## config.mk

```make
export PLATFORM = sky130hd
export DESIGN_NAME = first_match_route_table
export DESIGN_NICKNAME = d
export VERILOG_FILES = /design/src/rtl/frt_pkg.sv /design/src/rtl/frt_cell.sv /design/src/rtl/first_match_route_table.sv
export SDC_FILE = /design/constraint.sdc
export NUM_CORES = 2
export LEC_CHECK = 0
export ABC_AREA = 1
export BUFFER_PORTS_ARGS = -buffer_cell sky130_fd_sc_hd__buf_2
export CORE_MARGIN = 4
export CORE_UTILIZATION = 50
export CTS_BUF_LIST = sky130_fd_sc_hd__clkbuf_8
export CTS_CLUSTER_SIZE = 10
export DETAILED_ROUTE_END_ITERATION = 12
export PLACE_DENSITY_LB_ADDON = 0.12
export SYNTH_ARGS = -nofsm -noshare
export SYNTH_HDL_FRONTEND = slang
export SYNTH_SLANG_ARGS = --single-unit
```

## constraint.sdc

```tcl
create_clock -name clk -period 22.3 [get_ports clk]
set_input_delay 1.115 -clock clk [delete_from_list [all_inputs] [get_ports clk]]
set_output_delay 1.115 -clock clk [all_outputs]
set_load 0.005 [all_outputs]
```

## src/rtl/frt_pkg.sv

```systemverilog
`default_nettype none
// ----------------------------------------------------------------------------
// frt_pkg: shared types and codes for the first-match route table
// Mode and status codes, the route entry record and the lookup beat that
// walks the cell chain.
// ----------------------------------------------------------------------------
package frt_pkg;

	localparam int DEFAULT_DEPTH       = 16;
	localparam int DEFAULT_DEVICE_BITS = 4;
	localparam int DEV_W_MAX           = 8;

	localparam logic [1:0] MODE_ADD    = 2'd0;
	localparam logic [1:0] MODE_LOOKUP = 2'd1;
	localparam logic [1:0] MODE_CLEAR  = 2'd2;

	localparam logic [1:0] ST_OK       = 2'd0;
	localparam logic [1:0] ST_FULL     = 2'd1;
	localparam logic [1:0] ST_NO_ROUTE = 2'd2;

	typedef struct packed {
		logic [31:0]          dst;
		logic [31:0]          gateway;
		logic [31:0]          mask;
		logic [7:0]           flags;
		logic [31:0]          metric;
		logic [DEV_W_MAX-1:0] device;
	} entry_t;

	// lookup beat handed from cell to cell
	typedef struct packed {
		logic        valid;
		logic        found;
		logic [31:0] addr;
		entry_t      entry;
	} tok_t;

endpackage
`default_nettype wire

```

## src/rtl/frt_cell.sv

```systemverilog
`default_nettype none
// ----------------------------------------------------------------------------
// frt_cell: one route table entry
// Holds a single route and checks the passing lookup beat against it. A
// live cell that has not been beaten by an earlier match makes its own entry
// the beat's candidate, so a missed walk ends holding the last live entry.
// ----------------------------------------------------------------------------
module frt_cell #(
	parameter int          IDX_W       = 4,
	parameter int          DEVICE_BITS = frt_pkg::DEFAULT_DEVICE_BITS,
	parameter logic [IDX_W-1:0] CELL_IDX = '0
) (
	input  wire               clk,
	input  wire               arst_n,
	input  wire               wr_en,
	input  frt_pkg::entry_t   wr_entry,
	input  wire               live,
	input  frt_pkg::tok_t     tok_in,
	input  wire [IDX_W-1:0]   idx_in,
	output frt_pkg::tok_t     tok_out,
	output logic [IDX_W-1:0]  idx_out
);

	logic [31:0]            dst_q;
	logic [31:0]            gateway_q;
	logic [31:0]            mask_q;
	logic [7:0]             flags_q;
	logic [31:0]            metric_q;
	logic [DEVICE_BITS-1:0] device_q;

	logic            tok_valid_q;
	logic            tok_found_q;
	logic [31:0]     tok_addr_q;
	frt_pkg::entry_t tok_entry_q;
	logic [IDX_W-1:0] idx_q;

	frt_pkg::entry_t own;
	logic            hit;
	logic            take;

	always_ff @(posedge clk) begin
		if (wr_en) begin
			dst_q     <= wr_entry.dst;
			gateway_q <= wr_entry.gateway;
			mask_q    <= wr_entry.mask;
			flags_q   <= wr_entry.flags;
			metric_q  <= wr_entry.metric;
			device_q  <= DEVICE_BITS'(wr_entry.device);
		end
	end

	always_comb begin
		own.dst     = dst_q;
		own.gateway = gateway_q;
		own.mask    = mask_q;
		own.flags   = flags_q;
		own.metric  = metric_q;
		own.device  = frt_pkg::DEV_W_MAX'(device_q);
		hit  = ((tok_in.addr & mask_q) == (dst_q & mask_q));
		take = tok_in.valid && live && !tok_in.found;
	end

	always_ff @(posedge clk or negedge arst_n) begin
		if (!arst_n) begin
			tok_valid_q <= 1'b0;
		end else begin
			tok_valid_q <= tok_in.valid;
		end
	end

	always_ff @(posedge clk) begin
		tok_addr_q  <= tok_in.addr;
		tok_found_q <= tok_in.found | (take & hit);
		tok_entry_q <= take ? own : tok_in.entry;
		idx_q       <= take ? CELL_IDX : idx_in;
	end

	always_comb begin
		tok_out.valid = tok_valid_q;
		tok_out.found = tok_found_q;
		tok_out.addr  = tok_addr_q;
		tok_out.entry = tok_entry_q;
		idx_out       = idx_q;
	end

endmodule
`default_nettype wire

```

## src/rtl/first_match_route_table.sv

```systemverilog
`default_nettype none
// ----------------------------------------------------------------------------
// first_match_route_table: IPv4 route table, first match in insertion order
// Command port with a one-cycle result strobe; the table is a row of cells.
// ----------------------------------------------------------------------------
// Usage:
//  A command is taken on a clock edge with start high and busy low. mode
//  selects add, lookup or clear; route_* carry the entry for add and
//  lookup_addr the address for lookup.
//  Each command gives one result, shown on the result ports for one cycle
//  with done high. The receiver cannot stall; a result not sampled is lost.
//  Add, clear, full-table add and lookup on an empty table: result in the
//  cycle after the command, and a new command may follow every cycle.
//  Lookup: the address beat walks the TABLE_DEPTH cells one cell per cycle,
//  each cell registering it, and done is registered from the last cell's
//  output. busy is high while the beat walks the chain and the next command
//  is taken at the edge that ends the done cycle. A miss returns the last
//  entry with matched low.
//  Reset empties the table; entry contents are not cleared and are never
//  read before being written.
// ----------------------------------------------------------------------------
module first_match_route_table #(
	parameter int TABLE_DEPTH = frt_pkg::DEFAULT_DEPTH,
	parameter int DEVICE_BITS = frt_pkg::DEFAULT_DEVICE_BITS
) (
	input  wire         clk,
	input  wire         arst_n,
	input  wire         start,
	output logic        busy,
	input  wire  [1:0]  mode,
	input  wire  [31:0] route_dst,
	input  wire  [31:0] route_gateway,
	input  wire  [31:0] route_mask,
	input  wire  [7:0]  route_flags,
	input  wire  [31:0] route_metric,
	input  wire  [3:0]  route_device,
	input  wire  [31:0] lookup_addr,
	output logic        done,
	output logic [1:0]  status,
	output logic        matched,
	output logic [3:0]  entry_index,
	output logic [31:0] out_dst,
	output logic [31:0] out_gateway,
	output logic [31:0] out_mask,
	output logic [7:0]  out_flags,
	output logic [31:0] out_metric,
	output logic [3:0]  out_device
);

	localparam int IDX_W = (TABLE_DEPTH > 1) ? $clog2(TABLE_DEPTH) : 1;
	localparam int CNT_W = $clog2(TABLE_DEPTH + 1);

	logic [CNT_W-1:0] count_q;
	logic             busy_q;
	logic             done_q;
	logic [1:0]       status_q;
	logic             matched_q;
	logic [3:0]       index_q;
	frt_pkg::entry_t  res_q;

	frt_pkg::tok_t    tok   [TABLE_DEPTH+1];
	logic [IDX_W-1:0] idx   [TABLE_DEPTH+1];
	logic [TABLE_DEPTH-1:0] wr_en;
	logic [TABLE_DEPTH-1:0] live;

	frt_pkg::entry_t  new_entry;
	logic             acc;
	logic             full;
	logic             empty;
	frt_pkg::tok_t    last_tok;

	always_comb begin
		acc   = start && !busy_q;
		full  = (count_q == CNT_W'(TABLE_DEPTH));
		empty = (count_q == '0);

		new_entry.dst     = route_dst;
		new_entry.gateway = route_gateway;
		new_entry.mask    = route_mask;
		new_entry.flags   = route_flags;
		new_entry.metric  = route_metric;
		new_entry.device  = frt_pkg::DEV_W_MAX'(DEVICE_BITS'(route_device));
	end

	assign tok[0].valid = acc && (mode == frt_pkg::MODE_LOOKUP) && !empty;
	assign tok[0].found = 1'b0;
	assign tok[0].addr  = lookup_addr;
	assign tok[0].entry = '0;
	assign idx[0]       = '0;
	assign last_tok     = tok[TABLE_DEPTH];

	for (genvar i = 0; i < TABLE_DEPTH; i++) begin : g_cell
		assign wr_en[i] = acc && (mode == frt_pkg::MODE_ADD) && (count_q == CNT_W'(i));
		assign live[i]  = (count_q > CNT_W'(i));

		frt_cell #(
			.IDX_W       (IDX_W),
			.DEVICE_BITS (DEVICE_BITS),
			.CELL_IDX    (IDX_W'(i))
		) u_cell (
			.clk      (clk),
			.arst_n   (arst_n),
			.wr_en    (wr_en[i]),
			.wr_entry (new_entry),
			.live     (live[i]),
			.tok_in   (tok[i]),
			.idx_in   (idx[i]),
			.tok_out  (tok[i+1]),
			.idx_out  (idx[i+1])
		);
	end

	// control
	always_ff @(posedge clk or negedge arst_n) begin
		if (!arst_n) begin
			count_q <= '0;
			busy_q  <= 1'b0;
			done_q  <= 1'b0;
		end else begin
			done_q <= acc ? !tok[0].valid : last_tok.valid;
			if (last_tok.valid) begin
				busy_q <= 1'b0;
			end else if (tok[0].valid) begin
				busy_q <= 1'b1;
			end
			if (acc) begin
				unique case (mode)
					frt_pkg::MODE_ADD: begin
						if (!full) begin
							count_q <= count_q + CNT_W'(1);
						end
					end
					frt_pkg::MODE_CLEAR: count_q <= '0;
					default: ;
				endcase
			end
		end
	end

	// result payload
	always_ff @(posedge clk) begin
		if (last_tok.valid) begin
			status_q  <= frt_pkg::ST_OK;
			matched_q <= last_tok.found;
			index_q   <= 4'(idx[TABLE_DEPTH]);
			res_q     <= last_tok.entry;
		end else if (acc) begin
			status_q  <= frt_pkg::ST_OK;
			matched_q <= 1'b0;
			index_q   <= '0;
			res_q     <= '0;
			unique case (mode)
				frt_pkg::MODE_ADD: begin
					if (full) begin
						status_q <= frt_pkg::ST_FULL;
					end else begin
						index_q <= 4'(count_q);
						res_q   <= new_entry;
					end
				end
				frt_pkg::MODE_LOOKUP: begin
					if (empty) begin
						status_q <= frt_pkg::ST_NO_ROUTE;
					end
				end
				default: ;
			endcase
		end
	end

	always_comb begin
		busy        = busy_q;
		done        = done_q;
		status      = status_q;
		matched     = matched_q;
		entry_index = index_q;
		out_dst     = res_q.dst;
		out_gateway = res_q.gateway;
		out_mask    = res_q.mask;
		out_flags   = res_q.flags;
		out_metric  = res_q.metric;
		out_device  = 4'(res_q.device);
	end

endmodule
`default_nettype wire

```

* Word level (Yosys, flattened, before mapping)
Cells that the tools add are included. W data, S select, Z words.
Word-level totals: register bits 5195
Cells by class: add/sub/neg operators 1, magnitude comparators 16, equal/unequal tests 35, multiplexer cells 33, bitwise gates (word level) 63, reduce and logical (&&, ||, !) cells 75
Operators by type and width (number):
- $mux W144 | 19
- $and A32 B32 Y32 | 32
- $eq A32 B32 Y1 | 16
- $logic_and A1 B1 Y1 | 51
- $eq A5 B4 Y1 const B | 8
- $gt A5 B4 Y1 const B | 8
- $eq A5 B3 Y1 const B | 4
- $gt A5 B3 Y1 const B | 4
- $logic_not A1 Y1 | 18
- $and A1 B1 Y1 | 16
- $mux W4 | 4
- $or A1 B1 Y1 | 15
- $eq A5 B2 Y1 const B | 2
- $gt A5 B1 Y1 const B | 2
- $gt A5 B2 Y1 const B | 2
- $pmux W5 S2 | 1
- $mux W1 | 6
- $reduce_bool A2 Y1 | 3
- $add A5 B1 Y5 const B | 1
- $eq A5 B1 Y1 const B | 1
- $eq A5 B5 Y1 const B | 1
- $logic_not A5 Y1 | 1
- $mux W5 | 1
- $pmux W2 S2 | 1
- other kinds (6) | 6

* Longest topological paths before layout
depth in word-level cells 6, gate-level depth with buffers 12, mapped depth without buffers 11

* Modules after synthesis
Synthesis repeated with hierarchy kept, for this count alone.
Unflattened totals: cell total of the unflattened synthesis 15670, area, all modules 172361.6 µm²
Modules (own cells, without submodules):
- frt_cell at g_cell[10].u_cell ... | instances 6, cells an instance 932, area each 10306.1 µm², seq. area each 7852.5 µm²
- frt_cell at g_cell[1].u_cell ... | instances 4, cells an instance 933, area each 10312.4 µm², seq. area each 7852.5 µm²
- frt_cell at g_cell[11].u_cell ... | instances 4, cells an instance 931, area each 10304.9 µm², seq. area each 7852.5 µm²
- frt_cell at g_cell[15].u_cell | instances 1, cells an instance 930, area each 10338.7 µm², seq. area each 7852.5 µm²
- frt_cell at g_cell[0].u_cell | instances 1, cells an instance 934, area each 10308.6 µm², seq. area each 7852.5 µm²
- first_match_route_table | instances 1, cells an instance 758, area each 7408.4 µm², seq. area each 4569.4 µm²

* Worst setup path after synthesis
Ideal clock, no wire load.
kind in2reg, start input port start, end register g_cell[10].u_cell.device_q[0], enable pin, data arrival time 14.646 ns, data required time 21.317 ns, setup slack 6.671 ns, cell stages on the path 4, path buffers 0, cells stage by stage nand2_1 > inv_1 > nand2_1 > nor4_1
Between the ends: word-level cells in the longest chain between the ends 3
RTL lines:
- from (decl) | RTL line first_match_route_table.sv:28 | input wire start,
- $logic_and A1 B1 Y1 | RTL line first_match_route_table.sv:73 | acc = start && !busy_q;
- $logic_and A1 B1 Y1 (2 in a row) | RTL line first_match_route_table.sv:93 | assign wr_en[i] = acc && (mode == frt_pkg::MODE_ADD) && (count_q == CNT_W'(i));
- named net g_cell[10].u_cell.wr_en | RTL line frt_cell.sv:15 | input wire wr_en,
- to (signal assigned) | RTL line frt_cell.sv:48 | device_q <= DEVICE_BITS'(wr_entry.device);
- to (decl) | RTL line frt_cell.sv:29 | logic [DEVICE_BITS-1:0] device_q;
The timed path passes the listed nets, and every way through them passes these cells. A chain may end at the register's enable or synchronous reset.

* Final worst setup path
start register g_cell[15].u_cell.tok_valid_q, end register res_q, in the netlist out_flags[0], enable pin
Between the ends: word-level cells in the longest chain between the ends 1
RTL lines:
- from (decl) | RTL line frt_cell.sv:31 | logic tok_valid_q;
- from (signal assigned) | RTL line frt_cell.sv:67 | tok_valid_q <= tok_in.valid;
- $reduce_bool A2 Y1 (no line)
- to (signal assigned) | RTL line first_match_route_table.sv:146 | res_q <= last_tok.entry;
- to (signal assigned) | RTL line first_match_route_table.sv:158 | res_q <= new_entry;
- to (decl) | RTL line first_match_route_table.sv:59 | frt_pkg::entry_t res_q;
No other way between the ends.

==> metrics.yaml <==
syn2layout_area_growth_pct: 13.28
rows: 212
post_cts_buffers: 0
h-tree-depth: 6
multiInputGateArea_mm2: 0.03491
hpwl_um: 264900
viasPerCell: 4.894
io_buffers: 325
slew_headroom_pct: 16.11
synth-seq-cells: 5195
worst_slew_pin_slew_ns: 1.256
grt_usage_pct: 23.91
finalSetupTns_ns: 0
rsz0062_at_grt: "false"
arrival_ns: 5.60
grt_max_degree: 130
drc: 0
dr.pass1.iters: 6
synth_ff_type: "dfxtp_1"
fmax_ghz: 0.2099
numClockSinks: 5195
grt_pass1_wl_um: 621800
hold_buffers: 32
antenna_found_initial: 44
placed_cells: 19015
critPathRequiredTime_ns: 23.13
synth_top_area_cell: "edfxtp_1"
synth_warnings: 0
timing.hold.ws_ns: 0.1392
pin_count: 326
clock_skew_ns: 0.06203
vias: 100655
grt_overflow: 0
cp_common_cell: "buf_4"
crit_path_max_fanout: 48
drt-total-wl_um: 417600
drv_cap: 0
cts-buffers-inserted: 799
period_share_pct: 21.37
path_buf_inv: 5
syn-cell-area_mm2: 0.1679
hold_viol: 0
hp-class: "input pin to flop"
final.min_clock_period_ns: 4.765
drt_iter0_markers: 7630
seq_area_mm2: 0.1280
ant_nets: 0
cts_resized: 0
root_buffer: "clkbuf_8"
wire_per_inst_um: 20.30
cts.clk_slew.worst_paths_ns: 0.06
setup_ws_ns: 17.54
path_cells: "buf_4 > inv_1 > nand2_4 > buf_4 > buf_4 > buf_4"
clk_path_buf_depth: 4
fin_cells: 20565
crit_type: "flop to flop"
core_mm2: 0.3340
fin_nets: 15643
setup_viol: 0
n_fill_cell: 27997
gp_congestion: 0.8953
cp-end-kind: "flop"
drive_above_1_share_pct: 12.10
netlist_top_cells_area: "edfxtp_1 (43%), dfxtp_1 (33%), nand2_1 (14%)"
final_max_slew_viol_count: 0
die_area_mm2: 0.3451
syn_area_per_cell_um2: 11.43
synth_nets: 14867
syn_inst: 14685
cp-start-kind: "flop"
ys_types: 40
outcome: "finished, final reports clean"
die_x_um: 587.5
p_leak_nw: 80.39
cellPowerDensity_mw_per_mm2: 94.05
crit_family: "buffers and inverters"
crit_path_max_incr_delay_ns: 0.90
cts_tree: "yes"
power_mw: 17.89
yosysSeqAreaShare_pct: 76.23
grt_pass1_vias: 99255
synth-async-reset-ratio_pct: 0.4427
yosys.area.top_type_share_pct: 42.66
initial_utilization_pct: 50.27
clkLatencyLatePin_ns: 1.24
ir_drop_mv: 0.06096
die_h_um: 587.5
post-place-ws_ns: 17.58
synth_edf_count: 2385
crit_slowest_cell: "dfrtp_4"
==> registers in the layout, summed over array words and instances, names as in the netlist, 32 cells and up <==
name                      flops
g_cell.u_cell.device_q       64
g_cell.u_cell.metric_q      512
g_cell.u_cell.mask_q        512
out_mask                     32
g_cell.u_cell.flags_q       128
g_cell.u_cell.tok_out      2240
g_cell.u_cell.dst_q         512
g_cell.u_cell.gateway_q     512
out_gateway                  32
g_cell.u_cell.idx_out        49
out_metric                   32
out_dst                      32
g_cell.u_cell.tok_addr_q    480
==> worst reg2reg max path, cell delays in order, from the launching register on <==
cell	delay, ns
dfrtp_4	0.90
buf_4	0.62
inv_1	0.31
nand2_4	0.72
buf_4	0.48
buf_4	0.56
buf_4	0.66
==> cells in the mapped netlist (3+ instances only) <==
master	number
edfxtp_1	2385
nand3b_1	15
nand3_2	4
buf_4	14
nor2_2	4
or2_2	262
nand2_1	6358
nand4_1	6
inv_2	14
ha_1	5
buf_2	333
o21ai_1	12
buf_1	12
dfrtp_1	23
buf_6	7
a32o_1	140
inv_1	720
a21oi_1	25
nor3_1	8
nor2_4	3
o21ai_0	358
nor4_1	3
mux2_2	114
clkbuf_1	146
dfxtp_1	2787
nand3_1	484
nor2_1	424
==> cell type report <==
cell class,count,share of cell area (%)
Clock buffer,955,6.911
Inverter,735,1.485
Timing Repair Buffer,487,1.563
Clock inverter,546,1.478
Multi-Input combinational cell,8243,18.36
Tap cell,4387,2.886
Antenna cell,17,0.02237
Sequential cell,5195,67.30
==> kinds of logic after synthesis <==
family                     Yosys count  share of synthesized area, %
AOI/OAI and AO/OA                  542                         2.043
adders and majority gates            5                       0.03726
buffers and inverters             1247                         3.100
and+or+nand+nor                   7578                         17.80
xor gates and xnor gates             4                       0.02087
muxes                              114                        0.7646
DFF                               5195                         76.23
==> metal layers <==
layer / global-route usage [%] / share of wire [%] / routed length [um] / up-vias
met5: 0 / 0.0081 / 34 / -
met4: 8.327 / 3.4 / 14130 / 4
met3: 3.671 / 5.8 / 24160 / 691
met2: 40.41 / 48 / 199800 / 2629
met1: 31.54 / 43 / 179400 / 48227
li1: - / - / - / 49104
==> report_power, final <==
part | switching (mW) | leakage (nW) | internal, mW
sequential | 0.0359 | 44.1 | 10.0
combinational | 0.160 | 26.7 | 0.0499
clock | 3.63 | 9.59 | 4.01
==> cells in the final DEF (no fill, tap or decap), types with 45 or more instances in the layout <==
cell,n
clkinv_2,45
nand3_1,483
buf_4,126
a32o_1,140
dfxtp_1,2787
clkbuf_8,955
inv_1,1102
o21ai_0,357
buf_2,325
edfxtp_1,2385
nor2_1,412
mux2_2,114
clkinv_1,52
or2_2,262
nand2_1,6355
==> worst paths after layout <==
path | from | to | slack [ns] | cells past startpoint
max reg2reg | g_cell[15].u_cell.tok_valid_q | out_flags[0] | 17.54 | 6
min | lookup_addr[1] | g_cell[0].u_cell.tok_addr_q[1] | 0.14 | 1
max | g_cell[15].u_cell.tok_valid_q | out_flags[0] | 17.54 | 6
min reg2reg | g_cell[6].u_cell.tok_addr_q[2] | g_cell[7].u_cell.tok_addr_q[2] | 0.33 | 0
max in group asynchronous | arst_n | g_cell[15].u_cell.tok_valid_q | 21.23 | 2
min in group asynchronous | arst_n | busy | 0.49 | 2
==> through the flow <==
step / cell area (um^2) / util, %
after detailed placement: 173900 / 52.06
after global routing: 190200 / 56.94
after CTS: 190100 / 56.94
after global placement: 173900 / 52.06
final: 190200 / 56.95
after floorplan: 167900 / -
Note: power is estimated with default switching activity, not from simulation.
